==> src/design/rpoc_pkg.sv <==
// Package for the range paint ones counter.
// Holds the field widths, word geometry and the structs passed between the
// sequencer, the word memory and the bit unit. No dependencies.
`timescale 1ns / 1ps

package rpoc_pkg;

    // Width of a one-based position and of the ones total.
    localparam int POS_W = 11;
    // Largest position an 11-bit range can reach.
    localparam int MAX_ROW = 2047;
    // Storage word geometry: the row is kept as 32-bit words.
    localparam int WORD_W = 32;
    localparam int BIT_W = 5;
    // Word index wide enough for MAX_ROW positions.
    localparam int WIDX_W = 6;
    // Popcount of one word: 0..32.
    localparam int FLIP_W = 6;

    typedef logic [WORD_W-1:0] word_t;

    // Request from the sequencer to the word memory.
    typedef struct packed {
        logic              rd_en;
        logic              wr_en;
        logic [WIDX_W-1:0] addr;
        word_t             wdata;
    } mem_req_t;

    // Operation handed to the bit unit for one word.
    typedef struct packed {
        word_t            old_word;
        logic [BIT_W-1:0] lo_bit;
        logic [BIT_W-1:0] hi_bit;
        logic             paint;
    } bit_op_t;

    // Result of the bit unit: the painted word and how many bits changed.
    typedef struct packed {
        word_t             new_word;
        logic [FLIP_W-1:0] flips;
    } bit_res_t;

endpackage

==> src/design/rpoc_ifs.sv <==
// Handshake interfaces for the range paint ones counter: the paint request
// channel and the ones total channel. Depends on rpoc_pkg.
`timescale 1ns / 1ps

interface rpoc_paint_if;
    logic                      valid;
    logic                      ready;
    logic [rpoc_pkg::POS_W-1:0] range_start;
    logic [rpoc_pkg::POS_W-1:0] range_end;
    logic                      paint_one;

    modport source (output valid, range_start, range_end, paint_one, input ready);
    modport sink (input valid, range_start, range_end, paint_one, output ready);
endinterface

interface rpoc_total_if;
    logic                      valid;
    logic                      ready;
    logic [rpoc_pkg::POS_W-1:0] ones_total;

    modport source (output valid, ones_total, input ready);
    modport sink (input valid, ones_total, output ready);
endinterface

==> src/design/rpoc_word_mem.sv <==
// Word memory holding the row of bits, with one valid bit per word so that
// reset clears the row at once. Depends on rpoc_pkg.
`timescale 1ns / 1ps

module rpoc_word_mem #(
    parameter int WORDS = 32,
    parameter int AW = 5
) (
    input  logic                clk,
    input  logic                rst_n,
    input  rpoc_pkg::mem_req_t  req,
    output rpoc_pkg::word_t     rd_word
);

    rpoc_pkg::word_t mem [WORDS];
    logic [WORDS-1:0] vld_reg;
    rpoc_pkg::word_t  rd_word_reg;
    logic             rd_vld_reg;
    logic [AW-1:0]    idx;

    assign idx = req.addr[AW-1:0];

    always_ff @(posedge clk)
    begin
        if (req.wr_en)
        begin
            mem[idx] <= req.wdata;
        end
        if (req.rd_en)
        begin
            rd_word_reg <= mem[idx];
        end
    end

    always_ff @(posedge clk or negedge rst_n)
    begin
        if (!rst_n)
        begin
            vld_reg    <= '0;
            rd_vld_reg <= 1'b0;
        end
        else
        begin
            if (req.wr_en)
            begin
                vld_reg[idx] <= 1'b1;
            end
            if (req.rd_en)
            begin
                rd_vld_reg <= vld_reg[idx];
            end
        end
    end

    // A word never written since reset reads as all zero.
    assign rd_word = rd_vld_reg ? rd_word_reg : '0;

endmodule

==> src/design/rpoc_bit_unit.sv <==
// Shared bit unit: paints a bit range of one word and counts the bits that
// changed. Depends on rpoc_pkg.
`timescale 1ns / 1ps

module rpoc_bit_unit (
    input  rpoc_pkg::bit_op_t  op,
    output rpoc_pkg::bit_res_t res
);

    rpoc_pkg::word_t mask;
    rpoc_pkg::word_t changed;

    always_comb
    begin
        mask = ({rpoc_pkg::WORD_W{1'b1}} << op.lo_bit)
             & ({rpoc_pkg::WORD_W{1'b1}} >> (5'(rpoc_pkg::WORD_W - 1) - op.hi_bit));
        if (op.paint)
        begin
            changed      = mask & ~op.old_word;
            res.new_word = op.old_word | mask;
        end
        else
        begin
            changed      = mask & op.old_word;
            res.new_word = op.old_word & ~mask;
        end
        res.flips = rpoc_pkg::FLIP_W'($countones(changed));
    end

endmodule

==> src/design/rpoc_ctrl.sv <==
// Sequencer for the range paint ones counter: clips the range, walks the
// covered words through read and modify steps and keeps the running total.
// Depends on rpoc_pkg and the interfaces in rpoc_ifs.
`timescale 1ns / 1ps

module rpoc_ctrl #(
    parameter int ROW_BITS = 1024
) (
    input  logic               clk,
    input  logic               rst_n,
    rpoc_paint_if.sink         paint_ch,
    rpoc_total_if.source       total_ch,
    output rpoc_pkg::mem_req_t mem_req,
    input  rpoc_pkg::word_t    mem_rd_word,
    output rpoc_pkg::bit_op_t  bit_op,
    input  rpoc_pkg::bit_res_t bit_res
);

    localparam logic [rpoc_pkg::POS_W-1:0] ROW_LAST = rpoc_pkg::POS_W'(ROW_BITS);

    typedef enum logic [1:0] {IDLE, RD, MOD, DONE} state_t;

    state_t                          state_reg, state_next;
    logic [rpoc_pkg::WIDX_W-1:0]     w_reg, w_next;
    logic [rpoc_pkg::WIDX_W-1:0]     w_first_reg, w_first_next;
    logic [rpoc_pkg::WIDX_W-1:0]     w_last_reg, w_last_next;
    logic [rpoc_pkg::BIT_W-1:0]      lo_bit_reg, lo_bit_next;
    logic [rpoc_pkg::BIT_W-1:0]      hi_bit_reg, hi_bit_next;
    logic                            paint_reg, paint_next;
    logic [rpoc_pkg::POS_W-1:0]      total_reg, total_next;
    logic                            out_valid_reg, out_valid_next;
    logic [rpoc_pkg::POS_W-1:0]      out_total_reg, out_total_next;

    logic [rpoc_pkg::POS_W-1:0]      lo_c, hi_c, p0, p1;
    logic                            accept;

    assign accept = paint_ch.valid && paint_ch.ready;
    assign paint_ch.ready = (state_reg == IDLE);
    assign total_ch.valid = out_valid_reg;
    assign total_ch.ones_total = out_total_reg;

    // Clip the range to the stored row; convert to zero-based positions.
    always_comb
    begin
        lo_c = (paint_ch.range_start == '0) ? rpoc_pkg::POS_W'(1) : paint_ch.range_start;
        hi_c = (paint_ch.range_end > ROW_LAST) ? ROW_LAST : paint_ch.range_end;
        p0   = lo_c - rpoc_pkg::POS_W'(1);
        p1   = hi_c - rpoc_pkg::POS_W'(1);
    end

    always_comb
    begin
        mem_req.rd_en = (state_reg == RD);
        mem_req.wr_en = (state_reg == MOD);
        mem_req.addr  = w_reg;
        mem_req.wdata = bit_res.new_word;

        bit_op.old_word = mem_rd_word;
        bit_op.lo_bit   = (w_reg == w_first_reg) ? lo_bit_reg : '0;
        bit_op.hi_bit   = (w_reg == w_last_reg) ? hi_bit_reg : '1;
        bit_op.paint    = paint_reg;
    end

    always_comb
    begin
        state_next     = state_reg;
        w_next         = w_reg;
        w_first_next   = w_first_reg;
        w_last_next    = w_last_reg;
        lo_bit_next    = lo_bit_reg;
        hi_bit_next    = hi_bit_reg;
        paint_next     = paint_reg;
        total_next     = total_reg;
        out_valid_next = out_valid_reg && !total_ch.ready;
        out_total_next = out_total_reg;

        case (state_reg)
            IDLE:
            begin
                if (accept)
                begin
                    if (lo_c > hi_c)
                    begin
                        state_next = DONE;
                    end
                    else
                    begin
                        w_next       = p0[rpoc_pkg::POS_W-1:rpoc_pkg::BIT_W];
                        w_first_next = p0[rpoc_pkg::POS_W-1:rpoc_pkg::BIT_W];
                        w_last_next  = p1[rpoc_pkg::POS_W-1:rpoc_pkg::BIT_W];
                        lo_bit_next  = p0[rpoc_pkg::BIT_W-1:0];
                        hi_bit_next  = p1[rpoc_pkg::BIT_W-1:0];
                        paint_next   = paint_ch.paint_one;
                        state_next   = RD;
                    end
                end
            end
            RD:
            begin
                state_next = MOD;
            end
            MOD:
            begin
                if (paint_reg)
                begin
                    total_next = total_reg + rpoc_pkg::POS_W'(bit_res.flips);
                end
                else
                begin
                    total_next = total_reg - rpoc_pkg::POS_W'(bit_res.flips);
                end
                if (w_reg == w_last_reg)
                begin
                    state_next = DONE;
                end
                else
                begin
                    w_next     = w_reg + rpoc_pkg::WIDX_W'(1);
                    state_next = RD;
                end
            end
            DONE:
            begin
                if (!out_valid_reg || total_ch.ready)
                begin
                    out_valid_next = 1'b1;
                    out_total_next = total_reg;
                    state_next     = IDLE;
                end
            end
            default:
            begin
                state_next = IDLE;
            end
        endcase
    end

    always_ff @(posedge clk or negedge rst_n)
    begin
        if (!rst_n)
        begin
            state_reg     <= IDLE;
            w_reg         <= '0;
            w_first_reg   <= '0;
            w_last_reg    <= '0;
            lo_bit_reg    <= '0;
            hi_bit_reg    <= '0;
            paint_reg     <= 1'b0;
            total_reg     <= '0;
            out_valid_reg <= 1'b0;
            out_total_reg <= '0;
        end
        else
        begin
            state_reg     <= state_next;
            w_reg         <= w_next;
            w_first_reg   <= w_first_next;
            w_last_reg    <= w_last_next;
            lo_bit_reg    <= lo_bit_next;
            hi_bit_reg    <= hi_bit_next;
            paint_reg     <= paint_next;
            total_reg     <= total_next;
            out_valid_reg <= out_valid_next;
            out_total_reg <= out_total_next;
        end
    end

    // An accepted beat always starts work; the block is busy next cycle.
    a_busy_after_accept: assert property (@(posedge clk) disable iff (!rst_n)
        accept |=> (state_reg != IDLE))
        else $error("sequencer idle right after an accepted beat");

    // The total can never exceed the number of stored positions.
    a_total_bound: assert property (@(posedge clk) disable iff (!rst_n)
        total_reg <= ROW_LAST)
        else $error("ones total beyond row length");

    // The word walk stays inside the clipped range.
    a_walk_in_range: assert property (@(posedge clk) disable iff (!rst_n)
        (state_reg == RD || state_reg == MOD) |->
            (w_reg >= w_first_reg && w_reg <= w_last_reg))
        else $error("word index outside painted range");

    // Every write-back follows the read of the same word.
    a_write_after_read: assert property (@(posedge clk) disable iff (!rst_n)
        mem_req.wr_en |-> ($past(mem_req.rd_en) && $past(mem_req.addr) == mem_req.addr))
        else $error("write-back without matching read");

endmodule

==> src/design/range_paint_ones_counter_top.sv <==
// Top level of the range paint ones counter: sequencer, word memory and the
// shared bit unit. Depends on rpoc_pkg, rpoc_ifs and the rpoc_* modules.
`timescale 1ns / 1ps

// Channel    Role    Beat payload
// paint_ch   sink    range_start, range_end (one-based, inclusive), paint_one
// total_ch   source  ones_total, number of ones in the row after the paint
//
// A beat that covers words w0..w1 of the 32-bit storage takes one read step and
// one modify/write-back step per word through the single memory port, plus
// accept and finish steps; an empty or out-of-row range goes straight from
// accept to finish.
// Reset clears the row at once through per-word valid bits; no sweep is needed.
// A result waiting on total_ch does not block the next paint; only the finish
// step of that next paint waits for the output register to free up.

module range_paint_ones_counter_top #(
    parameter int SIZE = 1024
) (
    input logic          clk,
    input logic          rst_n,
    rpoc_paint_if.sink   paint_ch,
    rpoc_total_if.source total_ch
);

    // Positions above 2047 can never be painted by an 11-bit range, so the
    // stored row stops there; the rest of the row stays zero for good.
    localparam int ROW_BITS = (SIZE < rpoc_pkg::MAX_ROW) ? SIZE : rpoc_pkg::MAX_ROW;
    localparam int WORDS = (ROW_BITS + rpoc_pkg::WORD_W - 1) / rpoc_pkg::WORD_W;
    localparam int AW = (WORDS > 1) ? $clog2(WORDS) : 1;

    rpoc_pkg::mem_req_t mem_req;
    rpoc_pkg::word_t    mem_rd_word;
    rpoc_pkg::bit_op_t  bit_op;
    rpoc_pkg::bit_res_t bit_res;

    // Sequencer: clips the range and walks the touched words.
    rpoc_ctrl #(
        .ROW_BITS (ROW_BITS)
    ) u_ctrl (
        .clk         (clk),
        .rst_n       (rst_n),
        .paint_ch    (paint_ch),
        .total_ch    (total_ch),
        .mem_req     (mem_req),
        .mem_rd_word (mem_rd_word),
        .bit_op      (bit_op),
        .bit_res     (bit_res)
    );

    // Row storage, one word per address, registered read.
    rpoc_word_mem #(
        .WORDS (WORDS),
        .AW    (AW)
    ) u_mem (
        .clk     (clk),
        .rst_n   (rst_n),
        .req     (mem_req),
        .rd_word (mem_rd_word)
    );

    // Shared unit that paints one word and counts the changed bits.
    rpoc_bit_unit u_bits (
        .op  (bit_op),
        .res (bit_res)
    );

endmodule

==> src/flat_wrapper.sv <==
// flat-port wrapper written by rule: the top's interface ports become plain ports
module range_paint_ones_counter_top_flat 
#(
    parameter int SIZE = 1024
)
  (clk, rst_n, paint_ch_valid, paint_ch_range_start, paint_ch_range_end, paint_ch_paint_one, paint_ch_ready, total_ch_valid, total_ch_ones_total, total_ch_ready);
  rpoc_paint_if paint_ch_i ();
  rpoc_total_if total_ch_i ();
  input logic clk;
  input logic rst_n;
  input wire logic [$bits(paint_ch_i.valid)-1:0] paint_ch_valid;
  input wire logic [$bits(paint_ch_i.range_start)-1:0] paint_ch_range_start;
  input wire logic [$bits(paint_ch_i.range_end)-1:0] paint_ch_range_end;
  input wire logic [$bits(paint_ch_i.paint_one)-1:0] paint_ch_paint_one;
  output wire logic [$bits(paint_ch_i.ready)-1:0] paint_ch_ready;
  output wire logic [$bits(total_ch_i.valid)-1:0] total_ch_valid;
  output wire logic [$bits(total_ch_i.ones_total)-1:0] total_ch_ones_total;
  input wire logic [$bits(total_ch_i.ready)-1:0] total_ch_ready;
  assign paint_ch_i.valid = paint_ch_valid;
  assign paint_ch_i.range_start = paint_ch_range_start;
  assign paint_ch_i.range_end = paint_ch_range_end;
  assign paint_ch_i.paint_one = paint_ch_paint_one;
  assign paint_ch_ready = paint_ch_i.ready;
  assign total_ch_valid = total_ch_i.valid;
  assign total_ch_ones_total = total_ch_i.ones_total;
  assign total_ch_i.ready = total_ch_ready;
  range_paint_ones_counter_top #(.SIZE(SIZE)) u_core (.clk(clk), .rst_n(rst_n), .paint_ch(paint_ch_i), .total_ch(total_ch_i));
endmodule
==> config.mk <==
export PLATFORM = sky130hd
export DESIGN_NAME = range_paint_ones_counter_top_flat
export DESIGN_NICKNAME = d
export VERILOG_FILES = /design/src/design/rpoc_pkg.sv /design/src/design/rpoc_ifs.sv /design/src/design/rpoc_word_mem.sv /design/src/design/rpoc_bit_unit.sv /design/src/design/rpoc_ctrl.sv /design/src/design/range_paint_ones_counter_top.sv /design/src/flat_wrapper.sv
export SDC_FILE = /design/constraint.sdc
export NUM_CORES = 1
export LEC_CHECK = 0
export ABC_CLOCK_PERIOD_IN_PS = 10200
export BUFFER_PORTS_ARGS = -buffer_cell sky130_fd_sc_hd__buf_4
export CAP_MARGIN = 40
export CORE_MARGIN = 2
export CORE_UTILIZATION = 56
export DETAILED_ROUTE_END_ITERATION = 6
export PLACE_DENSITY = 0.73
export SLEW_MARGIN = 20
export SYNTH_ARGS = -nofsm -noshare
export SYNTH_HDL_FRONTEND = slang
export SYNTH_SLANG_ARGS = --single-unit
==> constraint.sdc <==
create_clock -name clk -period 10.2 [get_ports clk]
set_input_delay 0 -clock clk [delete_from_list [all_inputs] [get_ports clk]]
set_output_delay 0 -clock clk [all_outputs]
set_load 0.05 [all_outputs]
---- Word level (Yosys, flattened, before mapping) ----
Memory sizes are Yosys's and may differ from the RTL's. A register that Yosys moved wholly into a read port is not among the register bits.
Index checks and enable logic that the tools add are counted.
operators by class
  shift operators ......................... 2
  add/subtract/negate cells ............... 37
  bitwise logic cells ..................... 9
  order comparisons ....................... 4
  reduce and logical (&&, ||, !) cells .... 13
  equal/unequal tests ..................... 9
  muxes and demuxes ....................... 25
operators with widths
  cell                   count
  $and 32x32->32         4
  $mux 32                3
  $not 32->32            2
  $or 32x32->32          2
  $mux 11                3
  $add 1x1->2            16
  $shl 32x5->32 const A  1
  $shr 32x5->32 const A  1
  $add 2x2->3            8
  $sub 11x1->11 const B  2
  $mux 6                 3
  $add 3x3->4            4
  $eq 6x6->1             2
  $pmux 6 s2             1
  $add 11x6->11          1
  $gt 11x11->1           1
  $gt 11x11->1 const B   1
  $logic_not 11->1       1
  $sub 11x6->11          1
  $add 4x4->5            2
  $mux 5                 2
  $mux 2                 4
  $pmux 2 s4             1
  $add 5x5->6            1
  20 further kinds       32
word-level totals
  bits of input ports ..................... 27
  register bits ........................... 87
  memories kept ........................... 1
  RAM bits ................................ 1024
memory list
  memory            depth  width  rd ports  clocked after memory_dff  wr ports  RTL line             source
  u_core.u_mem.mem  32     32     1         1                         1         rpoc_word_mem.sv:15  rpoc_pkg::word_t mem [WORDS];

---- Longest topological paths before layout ----
  depth after elaboration ................. 14
  gate-level depth with buffers ........... 34
  gate-level depth less buffers ........... 32

---- By module ----
A second synthesis with hierarchy kept.
second synthesis, totals
  cell total of the unflattened synthesis .. 2503
  area, all modules ....................... 47361.7 um2
modules (own cells, without submodules)
  module         instances  seq. area each (um2)  cells each  area each (um2)
  rpoc_word_mem  1          32536.2               1737        40923.0
  rpoc_ctrl      1          1351.3                475         4090.2
  rpoc_bit_unit  1          0.0                   291         2348.5

---- Worst setup path after synthesis ----
Ideal clock, no wire load.
  kind .................................... reg-to-reg
  start ................................... register u_core.u_ctrl.w_reg[0] (netlist bit)
  end ..................................... register u_core.u_ctrl.total_reg[10] (netlist bit)
  path buffers ............................ 2
  setup time .............................. 0.123 ns
  period minus slack after synthesis ...... 7.546 ns
  arrival ................................. 7.424 ns
  data required time ...................... 10.077 ns
  slack ................................... 2.654 ns
  stages on the path, launching flop included .. 35
  cells stage by stage .................... dfrtp_1 buf_2 xnor2_2 nand4_1 nor3_4 inv_2 nor2_1 buf_2 a21oi_1 and2_1 fa_1 inv_1 fa_1 fa_1 fa_1 fa_1 fa_1 inv_1 ha_1 inv_1 fa_1 nand2b_1 a21oi_1 xor2_1 nor2_1 a21oi_1 xnor2_1 ha_1 nor2_1 o21ai_0 nand2_1 o21ai_0 xor2_1 nand2_1 xnor2_1
between the ends
  longest elaborated chain between the ends .. 14
  elaborated cells between the ends (all ways) .. 45
RTL lines
  item                                                   RTL line                                  source
  start, declared                                        rpoc_ctrl.sv:24                           logic [rpoc_pkg::WIDX_W-1:0] w_reg, w_next;
  start signal, assigned                                 rpoc_ctrl.sv:156                          w_reg <= w_next;
  $eq 6x6->1                                             rpoc_ctrl.sv:60                           bit_op.hi_bit = (w_reg == w_last_reg) ? hi_bit_reg : '1;
  $mux 5                                                 rpoc_ctrl.sv:60
  $sub 5x5->5                                            rpoc_bit_unit.sv:16                       & ({rpoc_pkg::WORD_W{1'b1}} >> (5'(rpoc_pkg::WORD_W - 1) - op.hi_bit));
  $shr 32x5->32                                          rpoc_bit_unit.sv:16
  $and 32x32->32 *                                       rpoc_bit_unit.sv:16
  $and 32x32->32, on equally long branches               rpoc_bit_unit.sv:24, rpoc_bit_unit.sv:19
  $mux 32 *                                              rpoc_bit_unit.sv:17                       if (op.paint)
  $add 1x1->2 (not written as such)                      rpoc_bit_unit.sv:27                       res.flips = rpoc_pkg::FLIP_W'($countones(changed));
  $add 2x2->3 (not written as such)                      rpoc_bit_unit.sv:27
  $add 3x3->4 (not written as such)                      rpoc_bit_unit.sv:27
  $add 4x4->5 (not written as such)                      rpoc_bit_unit.sv:27
  $add 5x5->6 (not written as such) *                    rpoc_bit_unit.sv:27
  $sub 11x6->11 / $add 11x6->11 (equally long branches)  rpoc_ctrl.sv:110, rpoc_ctrl.sv:106
  $mux 11 *                                              rpoc_ctrl.sv:104                          if (paint_reg)
  end signal, assigned                                   rpoc_ctrl.sv:162                          total_reg <= total_next;
  end, declared                                          rpoc_ctrl.sv:30                           logic [rpoc_pkg::POS_W-1:0] total_reg, total_next;
Every way passes the cells marked *; elsewhere a longest branch is shown, timed or not.
A chain may end at the register's enable or synchronous reset.

---- Worst setup path in the final report ----
  start ................................... register u_core.u_ctrl.w_reg[0] (netlist bit)
  end ..................................... register u_core.u_ctrl.total_reg[9] (netlist bit)
The elaborated chain is that of the path after synthesis.

==> qor.csv <==
stage,metric,value,unit
clock_tree,clk_pin_slew,0.07,ns
clock_tree,tritoncts,built,
drt,met2WireLength,57600,um
global_route,overflow,0,
clock_tree,post_cts_buffers,0,
timing,clock_skew,0.0430,ns
timing,slew_violations,0,
timing,min_period_over_period,0.915,
worst_setup_path,cp.arrival,9.86,ns
worst_setup_path,worst_path_most_repeated_cell,fa_1,
drt,drt_iter0_markers,3795,
drt,wl_met3,13400,um
timing,final.min_clock_period,9.33,ns
synthesis,synth.distinct_cells,68,
synthesis,synth_area_leader_cell,edfxtp_1,
status,status,"finished, final reports clean",
synthesis,synth-seq-cells,1143,
timing,tightest_slew,0.966,ns
layout,syn_to_final_growth,14.3,%
drt,wire_per_inst,32.4,um
floorplanning,num_rows,105,
synthesis,synth_most_common_cell,edfxtp_1,
layout,register_area,0.0339,mm2
layout,nNetsFinal,2696,
global_route,grt_use_total,0.290,
layout,drive_above_1_share,0.256,
timing,finalHoldViolCount,0,
synthesis,synth_edf_count,1056,
worst_setup_path,path_delay_family,adder cells,
flow_run,maxCapViolCount,0,
drt,routed_wl,122000,um
drt,dr.max_layer_used,met4,
timing,max_clock_freq,107,MHz
clock_tree,cts_inserted_buffers,109,
floorplanning,io_pins,40,
timing,setup_viol_count_final,0,
global_route,antenna_found_initial,3,
synthesis,async_reset_ff_frac,0.0761,
worst_setup_path,critical-path-max-stage-delay,0.88,ns
global_route,grt_pass1_wl,176000,um
synthesis,synth_top_area_share,0.683,
clock_tree,cts_root_buf,clkbuf_16,
placed_design,portBuffers,39,
global_route,grt_pass1_vias,25300,
placed_design,hpwl,68100,um
synthesis,ys_seq_area_frac,0.730,
worst_setup_path,critPathMaxFanout,36,
timing,relSlewSlack,0.356,
drt,post_drt_via_cell_ratio,6.69,
synthesis,synth_top_flop_cell,edfxtp_1,
global_route,grt_max_degree,139,
floorplanning,coreArea,0.0821,mm2
drt,ant_nets,0,
floorplanning,dieArea,0.0852,mm2
clock_tree,cts_buffer_depth,3,
drt,route.detailed.drc,0,
worst_setup_path,worst_setup_path_end_kind,register,
synthesis,syn_area,0.0464,mm2
worst_setup_path,crit_type,register to register,
synthesis,yosys_warnings,0,
drt,vias,25200,
floorplanning,start_util,0.565,
hold_path,hp-class,primary input to register,
floorplanning,fp.dieW,292,um
clock_tree,clock_latency,0.69,ns
timing,setup_tns,0,ns
worst_setup_path,setup.worst_path.start_class,register,
layout,multi_input_area,0.0123,mm2
worst_setup_path,cp.required,10.73,ns
drt,first_pass_iters,5,
clock_tree,cts_sinks,1143,
worst_setup_path,worst_path_max_delay_cell,dfrtp_4,
layout,fillerInstances,5323,
synthesis,syn_nets,2528,
synthesis,synth_area_leaders,"edfxtp_1 68%, mux4_2 13%, dfrtp_1 4.7%",
synthesis,synth.top_cells.by_count,"1056 x edfxtp_1, 264 x mux4_2, 153 x nand2_1",
drt,drt-met1-wl,46400,um
placed_design,gp_congestion,0.936,
layout,n_antenna_cell,0,
floorplanning,die_h,292,um
timing,rsz0062_at_grt,no,
layout,largest_reg_flops,1024,
clock_tree,htree_levels,3,
worst_setup_path,cp_num_buf_inv,5,
synthesis,avgSynthCellArea,19.0,um2
synthesis,syn_inst,2440,
placed cells by master (no fill, tap or decap), types with 11 or more instances in the layout:
cell / n
xor2_1: 14
a21o_1: 11
fa_1: 25
or2_2: 36
edfxtp_1: 1056
nand2_1: 153
mux2_2: 12
ha_1: 36
nor2_1: 36
inv_1: 33
mux4_2: 264
a31oi_1: 11
xnor2_1: 56
nand3_1: 12
clkbuf_16: 112
buf_4: 122
dfrtp_1: 84
a22oi_1: 143
a21oi_1: 34
o21ai_1: 24
mux2i_2: 19
nand4_1: 36
dlygate4sd3_1: 47
clkbuf_1: 30
clkinv_1: 21
clkinv_2: 12
o21ai_0: 34
nor3_1: 14
nor2_4: 36
nand2b_1: 21
tightest hold or removal path: stages:
cell and delay (ns):
dlygate4sd3_1 0.54, buf_4 0.11, nand2_1 0.04, o21ai_0 0.07
per-stage QoR:
stage / instances / util / hold slack, ns / worst slack (ns) / instance area [um2]
3_3_place_gp: 3497 / 0.592 / -0.102 / 1.21 / 48600
3_5_place_dp: 3512 / 0.596 / -0.103 / 0.964 / 48900
5_1_grt: 3768 / 0.646 / 0.150 / 0.354 / 53100
4_1_cts: 3759 / 0.644 / 0.106 / 0.944 / 52900
6_report: 3768 / 0.646 / 0.119 / 0.870 / 53100
2_1_floorplan: 2440 / - / -0.296 / 2.65 / 46400
repair_timing:
action,in CTS,in global routing
gates resized for setup,0,0
hold buffers,46,1
hold endpoints to repair,119,9
layout make-up:
type	instances	area share
clock buffer	144	0.0552
inverter	36	0.00255
clock inverter	57	0.0111
timing repair buffer	194	0.0363
sequential	1143	0.639
tap	1070	0.0252
multi-input combinational	1124	0.231
path summary, 6_finish.rpt:
check | from | end | slack, ns | depth (start not counted)
max reg2reg | u_core.u_ctrl.w_reg[0] | u_core.u_ctrl.total_reg[9] | 0.87 | 32
max in group asynchronous | rst_n | u_core.u_ctrl.w_reg[1] | 8.76 | 5
min in group asynchronous | rst_n | u_core.u_ctrl.w_last_reg[1] | 0.39 | 4
min | paint_ch_paint_one | u_core.u_ctrl.paint_reg | 0.12 | 4
max | u_core.u_ctrl.w_reg[0] | u_core.u_ctrl.total_reg[9] | 0.87 | 32
min reg2reg | u_core.u_mem.vld_reg[1] | u_core.u_mem.vld_reg[1] | 0.46 | 1
metal layers:
metal	vias to the layer above	global-route usage
met5	-	0
met4	0	0.100
met3	265	0.0587
met2	1584	0.452
met1	13200	0.415
li1	10200	-
logic make-up (layout without fill, tap and decap cells):
| family | Yosys count | in the layout | synth area share |
|---|---|---|---|
| simple gates | 387 | 387 | 0.0400 |
| flops | 1143 | 1143 | 0.730 |
| fa+ha+maj | 61 | 61 | 0.0205 |
| buf+inv | 173 | 431 | 0.0150 |
| compound gates | 306 | 306 | 0.0452 |
| xor+xnor | 71 | 71 | 0.0136 |
| mux | 299 | 299 | 0.136 |
Power is left out: the tool's default activity adds up to more than one toggle a clock period on the data nets, which glitch-free logic cannot reach.
